--- src/rtl/core/ocpg_pkg.sv ---
// Shared constants, types and the CORDIC arctangent table for the orbit
// camera path generator. No dependencies.
package ocpg_pkg;

  // CORDIC sine/cosine unit
  localparam int CORDIC_STEPS = 16;
  localparam int ATAN_DEPTH   = 30;
  localparam int ATAN_IDX_W   = $clog2(ATAN_DEPTH);
  localparam int CORDIC_CNT_W = $clog2(CORDIC_STEPS + 1);

  // gain-compensated 1.0 in Q2.30, and 1.0 in Q30
  localparam logic signed [31:0] CORDIC_ONE_K = 32'sh26DD3B6A;
  localparam logic signed [32:0] Q30_ONE      = 33'sh040000000;

  // shared multiplier: A times B, B taken in two halves
  localparam int MUL_A_W    = 33;
  localparam int MUL_B_W    = 32;
  localparam int MUL_HALF_W = 16;
  localparam int MUL_ACC_W  = MUL_A_W + MUL_B_W;

  // configuration register indexes
  localparam int CFG_IDX_W = 4;
  localparam logic [CFG_IDX_W-1:0] REG_RADIUS_MIN  = 4'd0;
  localparam logic [CFG_IDX_W-1:0] REG_RADIUS_MAX  = 4'd1;
  localparam logic [CFG_IDX_W-1:0] REG_HEIGHT_MIN  = 4'd2;
  localparam logic [CFG_IDX_W-1:0] REG_HEIGHT_MAX  = 4'd3;
  localparam logic [CFG_IDX_W-1:0] REG_ORBIT_RATE  = 4'd4;
  localparam logic [CFG_IDX_W-1:0] REG_RADIUS_RATE = 4'd5;
  localparam logic [CFG_IDX_W-1:0] REG_HEIGHT_RATE = 4'd6;
  localparam logic [CFG_IDX_W-1:0] REG_START_ANGLE = 4'd7;

  typedef struct packed {
    logic                       start;
    logic signed [MUL_A_W-1:0]  a;
    logic signed [MUL_B_W-1:0]  b;
  } ocpg_mul_req_t;

  typedef struct packed {
    logic               done;
    logic [31:0]        prod_lo;  // low word of the exact product
    logic signed [31:0] rnd;      // (product + 2^29) >> 30, low word
  } ocpg_mul_rsp_t;

  // arctangent of 2^-i in turn units (2^32 per turn)
  function automatic logic [31:0] ocpg_atan(input logic [ATAN_IDX_W-1:0] idx);
    logic [31:0] val;
    case (idx)
      5'd0:    val = 32'h20000000;
      5'd1:    val = 32'h12E4051E;
      5'd2:    val = 32'h09FB385B;
      5'd3:    val = 32'h051111D4;
      5'd4:    val = 32'h028B0D43;
      5'd5:    val = 32'h0145D7E1;
      5'd6:    val = 32'h00A2F61E;
      5'd7:    val = 32'h00517C55;
      5'd8:    val = 32'h0028BE53;
      5'd9:    val = 32'h00145F2F;
      5'd10:   val = 32'h000A2F98;
      5'd11:   val = 32'h000517CC;
      5'd12:   val = 32'h00028BE6;
      5'd13:   val = 32'h000145F3;
      5'd14:   val = 32'h0000A2FA;
      5'd15:   val = 32'h0000517D;
      5'd16:   val = 32'h000028BE;
      5'd17:   val = 32'h0000145F;
      5'd18:   val = 32'h00000A30;
      5'd19:   val = 32'h00000518;
      5'd20:   val = 32'h0000028C;
      5'd21:   val = 32'h00000146;
      5'd22:   val = 32'h000000A3;
      5'd23:   val = 32'h00000051;
      5'd24:   val = 32'h00000029;
      5'd25:   val = 32'h00000014;
      5'd26:   val = 32'h0000000A;
      5'd27:   val = 32'h00000005;
      5'd28:   val = 32'h00000003;
      5'd29:   val = 32'h00000001;
      default: val = 32'h00000000;
    endcase
    return val;
  endfunction

endpackage

--- src/rtl/core/ocpg_mul.sv ---
// Shared multiplier: signed 33 x 32 product built from two 16-bit halves
// of B, low then high, then a rounding shift by 30. Depends on ocpg_pkg.
module ocpg_mul (
  input  logic                    clk_i,
  input  logic                    rst_ni,
  input  ocpg_pkg::ocpg_mul_req_t req_i,
  output ocpg_pkg::ocpg_mul_rsp_t rsp_o
);
  import ocpg_pkg::*;

  localparam logic [1:0] M_IDLE = 2'd0;
  localparam logic [1:0] M_LO   = 2'd1;
  localparam logic [1:0] M_HI   = 2'd2;
  localparam logic [1:0] M_RND  = 2'd3;

  localparam int ROUND_SHIFT = 30;
  localparam logic signed [MUL_ACC_W-1:0] ROUND_BIAS =
    MUL_ACC_W'(64'sd1 <<< (ROUND_SHIFT - 1));

  localparam int P_LO_W = MUL_A_W + MUL_HALF_W + 1;
  localparam int P_HI_W = MUL_A_W + MUL_B_W - MUL_HALF_W;

  logic [1:0]                  state_q, state_d;
  logic signed [MUL_A_W-1:0]   a_q, a_d;
  logic signed [MUL_B_W-1:0]   b_q, b_d;
  logic signed [MUL_ACC_W-1:0] acc_q, acc_d;
  logic signed [31:0]          rnd_q, rnd_d;
  logic                        done_q, done_d;

  logic signed [P_LO_W-1:0]    p_lo;
  logic signed [P_HI_W-1:0]    p_hi;
  logic signed [MUL_ACC_W-1:0] acc_rnd, acc_shr;

  assign p_lo    = a_q * $signed({1'b0, b_q[MUL_HALF_W-1:0]});
  assign p_hi    = a_q * $signed(b_q[MUL_B_W-1:MUL_HALF_W]);
  assign acc_rnd = acc_q + ROUND_BIAS;
  assign acc_shr = acc_rnd >>> ROUND_SHIFT;

  always_comb begin
    state_d = state_q;
    a_d     = a_q;
    b_d     = b_q;
    acc_d   = acc_q;
    rnd_d   = rnd_q;
    done_d  = 1'b0;
    unique case (state_q)
      M_IDLE: ;
      M_LO: begin
        acc_d   = MUL_ACC_W'(p_lo);
        state_d = M_HI;
      end
      M_HI: begin
        acc_d   = acc_q + $signed({p_hi, {MUL_HALF_W{1'b0}}});
        state_d = M_RND;
      end
      M_RND: begin
        rnd_d   = acc_shr[31:0];
        done_d  = 1'b1;
        state_d = M_IDLE;
      end
      default: state_d = M_IDLE;
    endcase
    if (req_i.start) begin
      a_d     = req_i.a;
      b_d     = req_i.b;
      state_d = M_LO;
    end
  end

  always_ff @(posedge clk_i or negedge rst_ni) begin
    if (!rst_ni) begin
      state_q <= M_IDLE;
      done_q  <= 1'b0;
    end else begin
      state_q <= state_d;
      done_q  <= done_d;
    end
  end

  always_ff @(posedge clk_i) begin
    a_q   <= a_d;
    b_q   <= b_d;
    acc_q <= acc_d;
    rnd_q <= rnd_d;
  end

  assign rsp_o.done    = done_q;
  assign rsp_o.prod_lo = acc_q[31:0];
  assign rsp_o.rnd     = rnd_q;

endmodule

--- config.mk ---
export PLATFORM = sky130hd
export DESIGN_NAME = ocpg_mul
export DESIGN_NICKNAME = d
export VERILOG_FILES = /design/src/rtl/core/ocpg_pkg.sv /design/src/rtl/core/ocpg_mul.sv
export SDC_FILE = /design/constraint.sdc
export NUM_CORES = 2
export LEC_CHECK = 0
export BUFFER_PORTS_ARGS = -buffer_cell sky130_fd_sc_hd__buf_2
export CAP_MARGIN = 15
export CORE_AREA = 4 4 362 364
export CTS_BUF_LIST = sky130_fd_sc_hd__clkbuf_4 sky130_fd_sc_hd__clkbuf_8 sky130_fd_sc_hd__clkbuf_16
export DETAILED_ROUTE_END_ITERATION = 8
export DIE_AREA = 0 0 366 368
export GPL_ROUTABILITY_DRIVEN = 0
export SYNTH_ARGS = -nofsm -noshare
export SYNTH_HDL_FRONTEND = slang
export SYNTH_SLANG_ARGS = --single-unit
--- constraint.sdc ---
create_clock -name clk_i -period 8.9 [get_ports clk_i]
set_input_delay 1.78 -clock clk_i [delete_from_list [all_inputs] [get_ports clk_i]]
set_output_delay 1.78 -clock clk_i [all_outputs]
set_load 0.005 [all_outputs]
Word level (Yosys, flattened, before mapping)
Cells that the tools add are included.
{ "totals": {"ff_bits": 165, "inputBits": 68, "output_inout_bits": 65, "word_cells": 19} }
{ "op_classes": {"n_addsub": 2, "mul": 2, "n_eq_ne": 3, "n_mux": 4, "reduce_logical": 2} }
{ "op_table": {"columns": ["cell", "count"], "rows": [
  ["$pmux W65 S2", 1],
  ["$add A65 B65 Y65", 1],
  ["$add A62 B31 Y62 const B", 1],
  ["$mul A33 B17 Y50", 1],
  ["$mul A33 B16 Y49", 1],
  ["$pmux W2 S3", 1],
  ["$eq A2 B2 Y1 const B", 2],
  ["$reduce_bool A4 Y1", 1],
  ["$eq A2 B1 Y1 const B", 1],
  ["$mux W2", 1],
  ["$reduce_bool A2 Y1", 1],
  ["$mux W1", 1]
]} }

Longest topological paths before layout
{ "logic_depth": {"ltp_word": 3, "mapped_depth": 38, "mapped_depth_nobuf": 36} }

Worst setup path before layout
No wires, ideal clock.
{ "synth_timing": {"path_kind": "reg2reg", "startpoint": "register b_q[17]", "endpoint": "register acc_q[61] (data pin)", "setup_time_ns": 0.254, "arrival_time_ns": 7.904, "required_time_ns": 8.646, "path_slack_ns": 0.742, "path_stages_with_launch": 37, "path_buffers": 3, "period_less_slack_ns": 8.158, "path_cell_list": "edfxtp_1 -> clkbuf_1 -> nand2_1 -> fa_1 -> inv_1 -> fa_1 -> inv_1 -> fa_1 -> inv_1 -> fa_1 -> fa_1 -> inv_1 -> fa_1 -> inv_1 -> ha_1 -> clkbuf_1 -> nand3_1 -> or3_1 -> a21oi_1 -> or2_2 -> a211oi_1 -> o31a_1 -> nor2_1 -> or2_2 -> xor2_1 -> ha_1 -> clkbuf_1 -> a21oi_1 -> o21ai_0 -> a21o_1 -> a21oi_1 -> o21ai_0 -> a2111oi_0 -> a21oi_1 -> xnor2_1 -> xnor2_1 -> a21o_1"} }
{ "synth_between": {"elab_chain_cells": 3} }
{ "synth_rtl": {"columns": ["item", "line_no", "source"], "rows": [
  ["start, declared", "ocpg_mul.sv:25", "logic signed [MUL_B_W-1:0] b_q, b_d;"],
  ["start signal, assigned", "ocpg_mul.sv:82", "b_q <= b_d;"],
  ["$mul A33 B16 Y49", "ocpg_mul.sv:35", "assign p_hi = a_q * $signed(b_q[MUL_B_W-1:MUL_HALF_W]);"],
  ["$add A65 B65 Y65", "ocpg_mul.sv:53", "acc_d = acc_q + $signed({p_hi, {MUL_HALF_W{1'b0}}});"],
  ["$pmux W65 S2", "ocpg_mul.sv:46", "unique case (state_q)"],
  ["net acc_d[61]", "ocpg_mul.sv:26", "logic signed [MUL_ACC_W-1:0] acc_q, acc_d;"],
  ["end signal, assigned", "ocpg_mul.sv:83", "acc_q <= acc_d;"],
  ["end, declared", "ocpg_mul.sv:26", null]
]} }
The timed path passes the listed nets, and every way through them passes these cells.
A chain may end at the register's enable or synchronous reset.

Final worst setup path
{ "layout_timing": {"startpoint": "register b_q[22]", "endpoint": "register acc_q[59] (data pin)"} }
Same word-level chain as after synthesis.

==> results.yml <==
worst_setup_path:
  startpoint: "b_q[22]"
  r2r-start: "b_q[22]"
  crit_buf_inv: 5
  crit_top_cell: "fa_1"
  path_class: "reg2reg"
  cp_slowest_cell: "fa_1"
  worstSetupStartpointType: "flop"
  r2r_slack_ns: 0.25
  end_kind: "flop"
  reg2regPathDepth: 36
  cp_top_family: "adder cells"
  cp-endpoint: "acc_q[59]"
  path_depth: 36
  crit_fanout: 9
  slowest_delay_ns: 0.55
  required_ns: 9.22
  r2r-end: "acc_q[59]"
  worstPathArrival_ns: 8.97
timing:
  hold_ws_ns: 0.634
  max_clock_freq_mhz: 116
  setup_viol: 0
  worstMarginPinSlew_ns: 1.13
  fin_crit_ns: 8.65
  slew_viol_final: 0
  worst_slack_ns: 0.252
  rsz0062_at_grt: "yes"
  finalCritPeriodShare: 0.972
  clock_skew_ns: 0.0193
  relSlewSlack: 0.244
  fin_setup_tns_ns: 0
  final_hold_viol_count: 0
yosys:
  synth.avg_cell_area_um2: 9.17
  ys_types: 75
  ys_ff_latch: 162
  ys_seq_area_frac: 0.109
  synth-main-ff-cell: "edfxtp_1"
  syn-cell-area_mm2: 0.0445
  async_flop_share: 0.0185
  synth_edf_count: 159
  syn_inst: 4853
  syn-num-nets: 6185
  yosys_warnings: 0
floorplan:
  die_y_um: 368
  die_x_um: 366
  core_mm2: 0.127
  start_util: 0.349
  fp.dieArea_mm2: 0.135
  io_pins: 133
  std_cell_rows: 131
detailed_routing:
  drcViolationCount: 0
  ant_nets: 0
  routed_wirelength_um: 118000
  drtIter0Drc: 1822
  drtPass1Iterations: 5
  viasPerCell: 4.88
  routedWlPerCell_um: 17.9
  num_vias: 32100
cells_and_area:
  drive_above_1_share: 0.0800
  layout.nets: 6232
  syn2layout_area_growth_pct: 8.83
  final_area_mm2: 0.0484
global_route:
  overflow: 0
  grt_max_degree: 60
  antenna_found_initial: 3
  grt_pass1_vias: 34100
  grt_use_met1: 0.223
  grt_use_met2: 0.315
  grt_pass1_wl_um: 188000
  gr-usage-met3: 0.0261
  grtUsageTotal: 0.178
  busiest_layer: "met2"
placed_design:
  hpwl_um: 98000
  io_buffers: 132
  place_area_mm2: 0.0474
  dp_slack_ns: 0.0198
outcome:
  status: "completed"
clocking:
  clockBufferDepth: 2
  cts.hold.buffers_added: 0
  cts_tree: "built"
  cts_root_buf: "clkbuf_16"
  h-tree-depth: 4
  clock_latency_ns: 0.56
  cts_sinks: 162
  cts_buffers: 17
  clk_pin_slew_ns: 0.09
job:
  drv_cap: 0
hold_path:
  hold_class: "reg2reg"
  hold_depth: 2
[logic make-up after synthesis]
family	synth area share
adder cells (fa/ha/maj)	0.521
multiplexers	0.000478
AND/OR/NAND/NOR	0.149
flip-flops	0.109
buffers and inverters	0.121
AO/OA/AOI/OAI	0.0655
XOR/XNOR	0.0343
[routing by layer]
metal / wire, um / up-vias / share of wire
met1: 48200 / 16700 / 0.41
met2: 60200 / 757 / 0.51
met4: 3680 / 4 / 0.031
met3: 5530 / 158 / 0.047
li1: - / 14500 / -
met5: 34 / - / 0.00029
[through the flow]
| stage | instances | util |
|---|---|---|
| final | 6577 | 0.380 |
| after global routing | 6575 | 0.380 |
| after CTS | 6556 | 0.377 |
| after detailed placement | 6524 | 0.372 |
| after global placement | 6524 | 0.372 |
| after floorplan | 4853 | - |
[synth_stat cells (23+ instances only)]
library cell,instances,area [um^2]
a21o_1,89,668
xor2_1,55,482
edfxtp_1,159,4770
a21oi_1,125,626
nor2_1,109,409
and2_1,394,2460
xnor2_1,119,1040
nor3_1,23,115
o21ai_0,84,420
clkbuf_1,229,860
buf_4,33,248
ha_1,283,3540
fa_1,981,19600
nand3_1,44,220
nand2_1,739,2770
inv_1,1132,4250
[worst min path at each step]
stage | slack, ns | from | end
3_5_place_dp | 0.62 | acc_q[39] | rnd_q[9]
3_3_place_gp | 0.61 | state_q[1] | state_q[1]
6_report | 0.63 | state_q[1] | state_q[1]
5_1_grt | 0.66 | acc_q[43] | rnd_q[13]
4_1_cts | 0.64 | acc_q[39] | rnd_q[9]
2_1_floorplan | 0.55 | state_q[1] | state_q[1]
[layout by cell type (no fill, tap or decap), types with 20 or more instances in the layout]
cell type     n
nor2_1      108
inv_1      1131
buf_4       144
a21o_1       89
nand2_1     738
edfxtp_1    159
nand2b_1     20
nor3_1       20
o21ai_0      78
xor2_1       54
nand4_1      21
xnor2_1     116
buf_2       131
and2_1      394
ha_1        274
nand3_1      44
a21oi_1     120
fa_1        981
[final cells by class]
cell class | count | area, um^2
tap | 1662 | 2080
multi-input combinational | 3293 | 34500
sequential | 162 | 4850
fill | 12800 | 78900
timing repair buffer | 294 | 2100
clock inverter | 15 | 194
inverter | 1132 | 4250
clock buffer | 17 | 425
antenna | 2 | 5.00
[worst reg2reg max path: cells and delay by family (launching register included)]
kind                     cells  cell delay, ns
XOR/XNOR                     2            0.41
AO/OA/AOI/OAI               18            2.92
buffers and inverters        5            0.63
flip-flops                   1            0.54
AND/OR/NAND/NOR              3            0.35
adder cells (fa/ha/maj)      8            3.54
[state kept, by name, indices dropped and copies added (netlist names)]
signal and count:
rnd_q 32, a_q 33, state_q 2, done_q 1
b_q 32, acc_q 62
[what timing repair did]
item                                    CTS  global route
hold endpoints to repair                  0             0
cloned                                    0             1
endpoints found under the setup margin    1            16
buffers inserted                          0            17
pin swaps                                 0            10
gates resized for setup                   1            51
Power is left out: the tool's default activity adds up to more than one toggle a clock period on the data nets, which glitch-free logic cannot reach.
