File: src/rtl/core/ocpg_pkg.sv
// Shared constants, types and the CORDIC arctangent table for the orbit
// camera path generator. No dependencies.
package ocpg_pkg;

  // CORDIC sine/cosine unit
  localparam int CORDIC_STEPS = 16;
  localparam int ATAN_DEPTH   = 30;
  localparam int ATAN_IDX_W   = $clog2(ATAN_DEPTH);
  localparam int CORDIC_CNT_W = $clog2(CORDIC_STEPS + 1);

  // gain-compensated 1.0 in Q2.30, and 1.0 in Q30
  localparam logic signed [31:0] CORDIC_ONE_K = 32'sh26DD3B6A;
  localparam logic signed [32:0] Q30_ONE      = 33'sh040000000;

  // shared multiplier: A times B, B taken in two halves
  localparam int MUL_A_W    = 33;
  localparam int MUL_B_W    = 32;
  localparam int MUL_HALF_W = 16;
  localparam int MUL_ACC_W  = MUL_A_W + MUL_B_W;

  // configuration register indexes
  localparam int CFG_IDX_W = 4;
  localparam logic [CFG_IDX_W-1:0] REG_RADIUS_MIN  = 4'd0;
  localparam logic [CFG_IDX_W-1:0] REG_RADIUS_MAX  = 4'd1;
  localparam logic [CFG_IDX_W-1:0] REG_HEIGHT_MIN  = 4'd2;
  localparam logic [CFG_IDX_W-1:0] REG_HEIGHT_MAX  = 4'd3;
  localparam logic [CFG_IDX_W-1:0] REG_ORBIT_RATE  = 4'd4;
  localparam logic [CFG_IDX_W-1:0] REG_RADIUS_RATE = 4'd5;
  localparam logic [CFG_IDX_W-1:0] REG_HEIGHT_RATE = 4'd6;
  localparam logic [CFG_IDX_W-1:0] REG_START_ANGLE = 4'd7;

  typedef struct packed {
    logic                       start;
    logic signed [MUL_A_W-1:0]  a;
    logic signed [MUL_B_W-1:0]  b;
  } ocpg_mul_req_t;

  typedef struct packed {
    logic               done;
    logic [31:0]        prod_lo;  // low word of the exact product
    logic signed [31:0] rnd;      // (product + 2^29) >> 30, low word
  } ocpg_mul_rsp_t;

  // arctangent of 2^-i in turn units (2^32 per turn)
  function automatic logic [31:0] ocpg_atan(input logic [ATAN_IDX_W-1:0] idx);
    logic [31:0] val;
    case (idx)
      5'd0:    val = 32'h20000000;
      5'd1:    val = 32'h12E4051E;
      5'd2:    val = 32'h09FB385B;
      5'd3:    val = 32'h051111D4;
      5'd4:    val = 32'h028B0D43;
      5'd5:    val = 32'h0145D7E1;
      5'd6:    val = 32'h00A2F61E;
      5'd7:    val = 32'h00517C55;
      5'd8:    val = 32'h0028BE53;
      5'd9:    val = 32'h00145F2F;
      5'd10:   val = 32'h000A2F98;
      5'd11:   val = 32'h000517CC;
      5'd12:   val = 32'h00028BE6;
      5'd13:   val = 32'h000145F3;
      5'd14:   val = 32'h0000A2FA;
      5'd15:   val = 32'h0000517D;
      5'd16:   val = 32'h000028BE;
      5'd17:   val = 32'h0000145F;
      5'd18:   val = 32'h00000A30;
      5'd19:   val = 32'h00000518;
      5'd20:   val = 32'h0000028C;
      5'd21:   val = 32'h00000146;
      5'd22:   val = 32'h000000A3;
      5'd23:   val = 32'h00000051;
      5'd24:   val = 32'h00000029;
      5'd25:   val = 32'h00000014;
      5'd26:   val = 32'h0000000A;
      5'd27:   val = 32'h00000005;
      5'd28:   val = 32'h00000003;
      5'd29:   val = 32'h00000001;
      default: val = 32'h00000000;
    endcase
    return val;
  endfunction

endpackage

File: src/rtl/core/ocpg_cordic.sv
// Iterative rotation-mode CORDIC: sine and cosine in Q30 of a 32-bit phase.
// One micro-rotation per cycle, then a quadrant fold. Depends on ocpg_pkg.
module ocpg_cordic (
  input  logic               clk_i,
  input  logic               rst_ni,
  input  logic               start_i,
  input  logic [31:0]        phase_i,
  output logic               done_o,
  output logic signed [31:0] sin_o,
  output logic signed [31:0] cos_o
);
  import ocpg_pkg::*;

  localparam logic [1:0] C_IDLE = 2'd0;
  localparam logic [1:0] C_ITER = 2'd1;
  localparam logic [1:0] C_MAP  = 2'd2;

  logic [1:0]              state_q, state_d;
  logic [CORDIC_CNT_W-1:0] cnt_q, cnt_d;
  logic signed [31:0]      x_q, x_d, y_q, y_d, z_q, z_d;
  logic [1:0]              quad_q, quad_d;
  logic signed [31:0]      sin_q, sin_d, cos_q, cos_d;
  logic                    done_q, done_d;

  logic signed [31:0] dx, dy, at;

  assign dx = y_q >>> cnt_q;
  assign dy = x_q >>> cnt_q;
  assign at = $signed(ocpg_atan(ATAN_IDX_W'(cnt_q)));

  always_comb begin
    state_d = state_q;
    cnt_d   = cnt_q;
    x_d     = x_q;
    y_d     = y_q;
    z_d     = z_q;
    quad_d  = quad_q;
    sin_d   = sin_q;
    cos_d   = cos_q;
    done_d  = 1'b0;
    unique case (state_q)
      C_IDLE: ;
      C_ITER: begin
        // rotate toward zero residual angle
        if (!z_q[31]) begin
          x_d = x_q - dx;
          y_d = y_q + dy;
          z_d = z_q - at;
        end else begin
          x_d = x_q + dx;
          y_d = y_q - dy;
          z_d = z_q + at;
        end
        cnt_d = cnt_q + 1'b1;
        if (cnt_q == CORDIC_CNT_W'(CORDIC_STEPS - 1)) begin
          state_d = C_MAP;
        end
      end
      C_MAP: begin
        case (quad_q)
          2'd0: begin cos_d = x_q;  sin_d = y_q;  end
          2'd1: begin cos_d = -y_q; sin_d = x_q;  end
          2'd2: begin cos_d = -x_q; sin_d = -y_q; end
          2'd3: begin cos_d = y_q;  sin_d = -x_q; end
        endcase
        done_d  = 1'b1;
        state_d = C_IDLE;
      end
      default: state_d = C_IDLE;
    endcase
    if (start_i) begin
      state_d = C_ITER;
      cnt_d   = '0;
      x_d     = CORDIC_ONE_K;
      y_d     = '0;
      z_d     = $signed({2'b00, phase_i[29:0]});
      quad_d  = phase_i[31:30];
    end
  end

  always_ff @(posedge clk_i or negedge rst_ni) begin
    if (!rst_ni) begin
      state_q <= C_IDLE;
      done_q  <= 1'b0;
    end else begin
      state_q <= state_d;
      done_q  <= done_d;
    end
  end

  always_ff @(posedge clk_i) begin
    cnt_q  <= cnt_d;
    x_q    <= x_d;
    y_q    <= y_d;
    z_q    <= z_d;
    quad_q <= quad_d;
    sin_q  <= sin_d;
    cos_q  <= cos_d;
  end

  assign done_o = done_q;
  assign sin_o  = sin_q;
  assign cos_o  = cos_q;

endmodule

File: config.mk
export PLATFORM = sky130hd
export DESIGN_NAME = ocpg_cordic
export DESIGN_NICKNAME = d
export VERILOG_FILES = /design/src/rtl/core/ocpg_pkg.sv /design/src/rtl/core/ocpg_cordic.sv
export SDC_FILE = /design/constraint.sdc
export NUM_CORES = 1
export LEC_CHECK = 0
export BUFFER_PORTS_ARGS = -buffer_cell sky130_fd_sc_hd__buf_2
export CAP_MARGIN = 5
export CORE_AREA = 2 2 197 199
export CTS_CLUSTER_DIAMETER = 40
export DETAILED_ROUTE_END_ITERATION = 12
export DIE_AREA = 0 0 199 201
export GPL_TIMING_DRIVEN = 1
export PLACE_DENSITY = 0.74
export SLEW_MARGIN = 20
export SYNTH_ARGS = -nofsm -noshare
export SYNTH_HDL_FRONTEND = slang
export SYNTH_SLANG_ARGS = --single-unit
File: constraint.sdc
create_clock -name clk_i -period 7.9 [get_ports clk_i]
set_clock_uncertainty 0.05 [all_clocks]
set_input_delay 0.79 -clock clk_i [delete_from_list [all_inputs] [get_ports clk_i]]
set_output_delay 0.79 -clock clk_i [all_outputs]
set_load 0.005 [all_outputs]
; ---- Yosys cells after proc, flatten, opt, wreduce, memory -nomap -nowiden
; Memories as Yosys holds them, arrays and structs flattened. A register that Yosys moved wholly into a read port is not among the register bits.
; Index checks and enable logic that the tools add are counted.
[word_totals]
reg_bits = 170
rom_bits = 960
in_bits = 35
out_inout_bits = 65
wordCells = 47
mem_count = 1
[classes]
add_sub_neg = 9
n_eq_ne = 8
shifts = 2
mux = 13
n_reduce_logical = 4
[memory_table]
columns = memory, depth, width, read_ports, rd_clocked_by_memory_dff, wr, line
row1 = (name not given), 32, 30, 1, 1, 0, ocpg_pkg.sv:47  ; case (idx)
[ops]
columns = cell, count
row1 = $pmux W32 S4, 2
row2 = $add A32 B32 Y32, 3
row3 = $mux W32, 3
row4 = $sub A32 B32 Y32, 3
row5 = $neg A32 Y32, 2
row6 = $sshr A32 B5 Y32, 2
row7 = $mux W30, 2
row8 = $mux W5, 2
row9 = $eq A2 B2 Y1 const B, 3
row10 = $add A5 B1 Y5 const B, 1
row11 = $eq A5 B4 Y1 const B, 1
row12 = $eq A2 B1 Y1 const B, 2
row13 = $logic_not A2 Y1, 2
row14 = $mux W2, 2
row15 = $pmux W2 S2, 1
row16 = $ne A3 B3 Y1 const B, 1
row17 = $ne A2 B2 Y1 const B, 1
row18 = $reduce_and A2 Y1, 1
row19 = $reduce_bool A2 Y1, 1
row20 = $mux W1, 1

; ---- Logic depth before layout (Yosys ltp)
[depth]
depth_word = 4
depth_mapped = 29
ltp_nobuf = 23

; ---- Least setup slack after synthesis
; OpenSTA, ideal clock, no wires.
[synth_timing]
path_kind = register to register
startpoint = register cnt_q[1]
endpoint = register x_q[31]
setup_time_ns = 0.070
arrival_time_ns = 5.505
required_ns = 7.780
slack_ns = 2.275
stages_incl_launch_ff = 26
path_buffers = 4
period_less_slack_ns = 5.625
path_cell_list = dfxtp_1 > buf_6 > buf_6 > buf_6 > buf_4 > mux2_2 > mux4_2 > o2bb2ai_1 > a311oi_2 > ha_1 > nand4b_1 > a2111oi_4 > a21oi_1 > xor2_1 > ha_1 > nand3_1 > a2111o_1 > o22ai_1 > o221ai_1 > o21ai_0 > nand4_1 > o21ai_0 > o41a_1 > xnor2_1 > or3_1 > a21oi_1
[synth_via]
elab_chain_cells = 3
word_cells_on_any_way = 4
cone_classes = add/sub: 2 / shift: 1 / mux: 1
[synth_rtl]
columns = item, line
row1 = from (decl), ocpg_cordic.sv:19  ; logic [CORDIC_CNT_W-1:0] cnt_q, cnt_d;
row2 = from (signal assigned), ocpg_cordic.sv:92  ; cnt_q <= cnt_d;
row3 = $sshr A32 B5 Y32 (*), ocpg_cordic.sv:27  ; assign dx = y_q >>> cnt_q;
row4 = $sub A32 B32 Y32 or $add A32 B32 Y32 (tied branches), "ocpg_cordic.sv:46, ocpg_cordic.sv:50"
row5 = $mux W32 (*), ocpg_cordic.sv:45  ; if (!z_q[31]) begin
row6 = to (signal assigned), ocpg_cordic.sv:93  ; x_q <= x_d;
row7 = to (decl), ocpg_cordic.sv:20  ; logic signed [31:0] x_q, x_d, y_q, y_d, z_q, z_d;
; Every way passes the cells marked *; elsewhere a longest branch is shown, timed or not.
; A chain may end at the register's enable or synchronous reset.

; ---- Worst setup path after layout
[layout_timing]
startpoint = register cnt_q[0]
endpoint = register y_q[27]
[layout_via]
elab_chain_cells = 3
word_cells_on_any_way = 4
cone_classes = add/sub: 2 / shift: 1 / mux: 1
[layout_rtl]
columns = item, line
row1 = $sshr A32 B5 Y32 (*), ocpg_cordic.sv:28  ; assign dy = x_q >>> cnt_q;
row2 = $add A32 B32 Y32 or $sub A32 B32 Y32 (tied branches), "ocpg_cordic.sv:47, ocpg_cordic.sv:51"
row3 = $mux W32 (*), ocpg_cordic.sv:45
row4 = to (signal assigned), ocpg_cordic.sv:94  ; y_q <= y_d;
row5 = to (decl), ocpg_cordic.sv:20
; Marked as above.

==> key figures <==
CTS
  • H-tree Lvls: 4
  • Post-CTS Setup Bufs: 0
  • Maximum clock path buffer count: 2
  • Cts repair resizes: 0
  • Num CTS Buffers: 17
  • CTS Root Cell: clkbuf_16
  • Clock-pin slew on the worst setup and hold paths: 0.08 ns
  • CTS tree: yes
  • Clock sink count: 200
  • Cts hold-fix bufs: 0
  • Clk Latency, worst-skew pair: 0.48 ns

Critical path
  • Crit-path max cell delay: 0.81 ns
  • Crit end category: register
  • Worst Reg-to-Reg Cells: 18
  • CP Buf/Inv Count: 1
  • Internal reg-to-reg setup slack: 1.03 ns
  • CP Cell Sequence: buf_4 > mux4_1 > a2bb2oi_1 > o22ai_1 > a221oi_1 > nor4b_1 > and4_1 > nor2_1 > xor2_1 > ha_1 > nand4_1 > a2111oi_0 > o2111ai_1 > a21boi_0 > o21ai_0 > a21oi_1 > o21ai_0 > a32o_1
  • Most numerous cell on the critical path: o21ai_0
  • WP data required: 8.22 ns
  • Kind of critical path: reg2reg
  • Worst r2r dst: y_q[27]
  • Max FO, Critical Path: 42
  • R2r startpoint: cnt_q[0]
  • CP top delay family: compound AO/OA/AOI/OAI gates
  • Slowest CP cell: a2111oi_0
  • CP Data Arrival Time: just over 7 ns
  • Startpoint Class: register

Logic synthesis
  • Synth cell types: 105
  • Yosys warning total: 0
  • Synthesized cell area: 21000 sq um
  • Syn_nets: around 2700
  • Primary FF master, synth: dfxtp_1
  • Post-synth EDFFs: 96
  • Async SR Flop Fraction: 0.0150
  • Syn avg cell area: 8.38 sq um
  • Share of the yosys chip area belonging to registers: 0.238
  • Cells after synthesis: 2501
  • Number of synthesized register bits: 200

Detailed routing
  • Avg WL per Cell: 22.4 microns
  • Starting DRT DRC Count: 1962
  • 1st-pass router iterations: 6
  • Final ANT Viol Nets: 0
  • DRC viols: 0
  • DR vias/cell: 6.51
  • Via count: 19500
  • Wirelength, routed: 67.2 mm

STA
  • Final Max Slew Viols: 0
  • Worst Slack Setup Final: 1.03 ns
  • Post-Route Setup TNS: 0 ns
  • Hold WS: 0.0496 ns
  • Worst relative slew slack: 0.336
  • Fin. Hold Viols: 0
  • Min Tclk post-route: roughly 6.9 ns
  • Unrepaired setup endpoints after global routing: false
  • Setup Viol. Count Final: 0
  • Slew @ Worst Pin: 0.997 ns
  • Max Fclk: ~150 MHz
  • Period utilisation layout: 0.869

Cells and area
  • Ant diodes: 0
  • Sequential cell area: 4990 sq um
  • Area growth, synth to finish: 5.74%
  • Post-layout util: 0.582
  • Cell Count, Final, Fillers Out: about 3000
  • Ratio of cells with drive above 1 in the final layout: 0.134
  • Fin area: 22200 sq um
  • Fill cell count: about 3400
  • Nets: 2616
  • Area of the multi-input gates: 14900 sq um

Power and ir drop
  • Leak: 8.93 nW
  • Max VDD drop: 0.301 mV
  • Power per standard cell area: 495 nW/um^2
  • Pwr Total: 11.0 mW

Floorplan
  • Die area: 40000 sq um
  • Die Width: between 150 and 200 microns
  • Ports: 100
  • CORE AREA: 38100 sq um
  • # rows: approximately 70
  • Die Y: 201 microns
  • Initial Utilization: 0.550

Placement
  • IO Port Bufs: 99
  • Placed insts: a little under 3000
  • DP HPWL: about 50 mm
  • Placed Instance Area: 21600 sq um
  • Dpl ws: approximately 1.2 ns
  • Gpl congestion: 0.997

Flow run
  • MaxCap Viol Count: 0

Global routing
  • Initial antenna violation count: 0
  • Total gr overflow: 0
  • First-pass GRT wire length: 105 mm
  • Largest net degree at the start of global routing: 93
  • Vias in the first global route: about 19000
  • Gr usage total: 0.337

Run status
  • Status: complete, no violations

Worst hold path
  • Hold WC Path Type: in2async
## sequential cells by signal, indices dropped and copies added, names as in the netlist
| register | flops |
|---|---|
| x_q | 32 |
| cos_o | 32 |
| z_q | 32 |
| cnt_q | 5 |
| state_q | 2 |
| y_q | 32 |
| done_o | 1 |
| at | 30 |
| quad_q | 2 |
| sin_o | 32 |
## synthesized netlist by cell type, types with 33 or more instances
master    number  area [sq um]
a21o_1        51           383
a21oi_1      230          1150
clkbuf_1     127           477
dfxtp_1      101          2020
edfxtp_1      96          2880
ha_1         114          1430
inv_1         41           154
mux2_2        40           450
mux2i_1       59           591
mux4_2        68          1530
nand2_1      298          1120
nand2b_1      33           206
nand3_1       33           165
nor2_1       223           837
o21ai_0      162           811
xnor2_1      144          1260
xor2_1       108           946
## power breakdown
group	internal [mW]	total [mW]	switching, mW	leakage (nW)
sequential	1.45	2.16	0.708	1.80
combinational	3.56	7.91	4.35	6.84
clock	0.481	0.910	0.429	0.290
## placed cells by master (no fill, tap or decap), drive strengths merged, types with 9 or more instances in the layout
| cell type | Yosys | routed |
|---|---|---|
| mux4 | 85 | 85 |
| o31ai | 21 | 21 |
| o21bai | 11 | 11 |
| mux2i | 59 | 59 |
| a211oi | 20 | 20 |
| nand3 | 33 | 33 |
| dfxtp | 101 | 101 |
| nand2b | 33 | 33 |
| o21ai | 174 | 174 |
| inv | 42 | 47 |
| ha | 114 | 114 |
| buf | 72 | 143 |
| o21a | 13 | 13 |
| nor2 | 223 | 223 |
| o211ai | 27 | 27 |
| clkbuf | 127 | 22 |
| edfxtp | 96 | 96 |
| nor3 | 36 | 36 |
| and2 | 30 | 30 |
| xnor2 | 144 | 144 |
| a221oi | 9 | 9 |
| a21oi | 230 | 230 |
| a22oi | 10 | 10 |
| nor4 | 14 | 14 |
| a31oi | 29 | 29 |
| a21o | 51 | 51 |
| xor2 | 108 | 108 |
| o22ai | 15 | 15 |
| nand4 | 11 | 11 |
| mux2 | 40 | 40 |
| or3 | 18 | 18 |
| nor2b | 27 | 27 |
| and3 | 23 | 23 |
| a211o | 11 | 11 |
| nand2 | 299 | 299 |
| or2 | 9 | 9 |
## area by class of cell
class / instances / share of cell area
multi-input combinational: 2054 / 0.673
sequential: 200 / 0.225
timing repair buffer: 143 / 0.0379
tap: 518 / 0.0292
inverter: 48 / 0.00813
clock buffer: 22 / 0.0220
clock inverter: 10 / 0.00485
## routing by layer
metal / wire length, microns / track usage
met5: 0 / 0
met4: 2700 / 0.137
met3: 6000 / 0.0595
met2: 30000 / 0.529
met1: 28500 / 0.459
## worst max-delay path by stage
stage,endpoint,start,slack [ns],depth (start not counted)
finish,y_q[27],cnt_q[0],1.03,18
global route,y_q[27],cnt_q[1],0.60,22
CTS,y_q[27],cnt_q[0],1.15,18
detailed placement,y_q[27],cnt_q[0],1.17,18
global placement,y_q[27],cnt_q[0],1.24,18
floorplan,x_q[31],cnt_q[1],2.27,25
## worst reg2reg max path, cell delays in order, from the launching register on
cell and delay (ns):
dfxtp_4 0.77, buf_4 0.44, mux4_1 0.75, a2bb2oi_1 0.18, o22ai_1 0.45, a221oi_1 0.21, nor4b_1 0.52, and4_1 0.40
nor2_1 0.08, xor2_1 0.16, ha_1 0.42, nand4_1 0.14, a2111oi_0 0.81, o2111ai_1 0.29, a21boi_0 0.28, o21ai_0 0.13
a21oi_1 0.28, o21ai_0 0.13, a32o_1 0.27
## cell families (layout without fill, tap and decap cells)
family	after synthesis	after routing	synth area share
compound gates	711	711	0.214
flops	200	200	0.238
mux	184	184	0.144
fa+ha+maj	117	117	0.0709
simple gates	790	790	0.175
buf+inv	247	223	0.0523
xor+xnor	252	252	0.105
(Power assumes the default switching activity.)
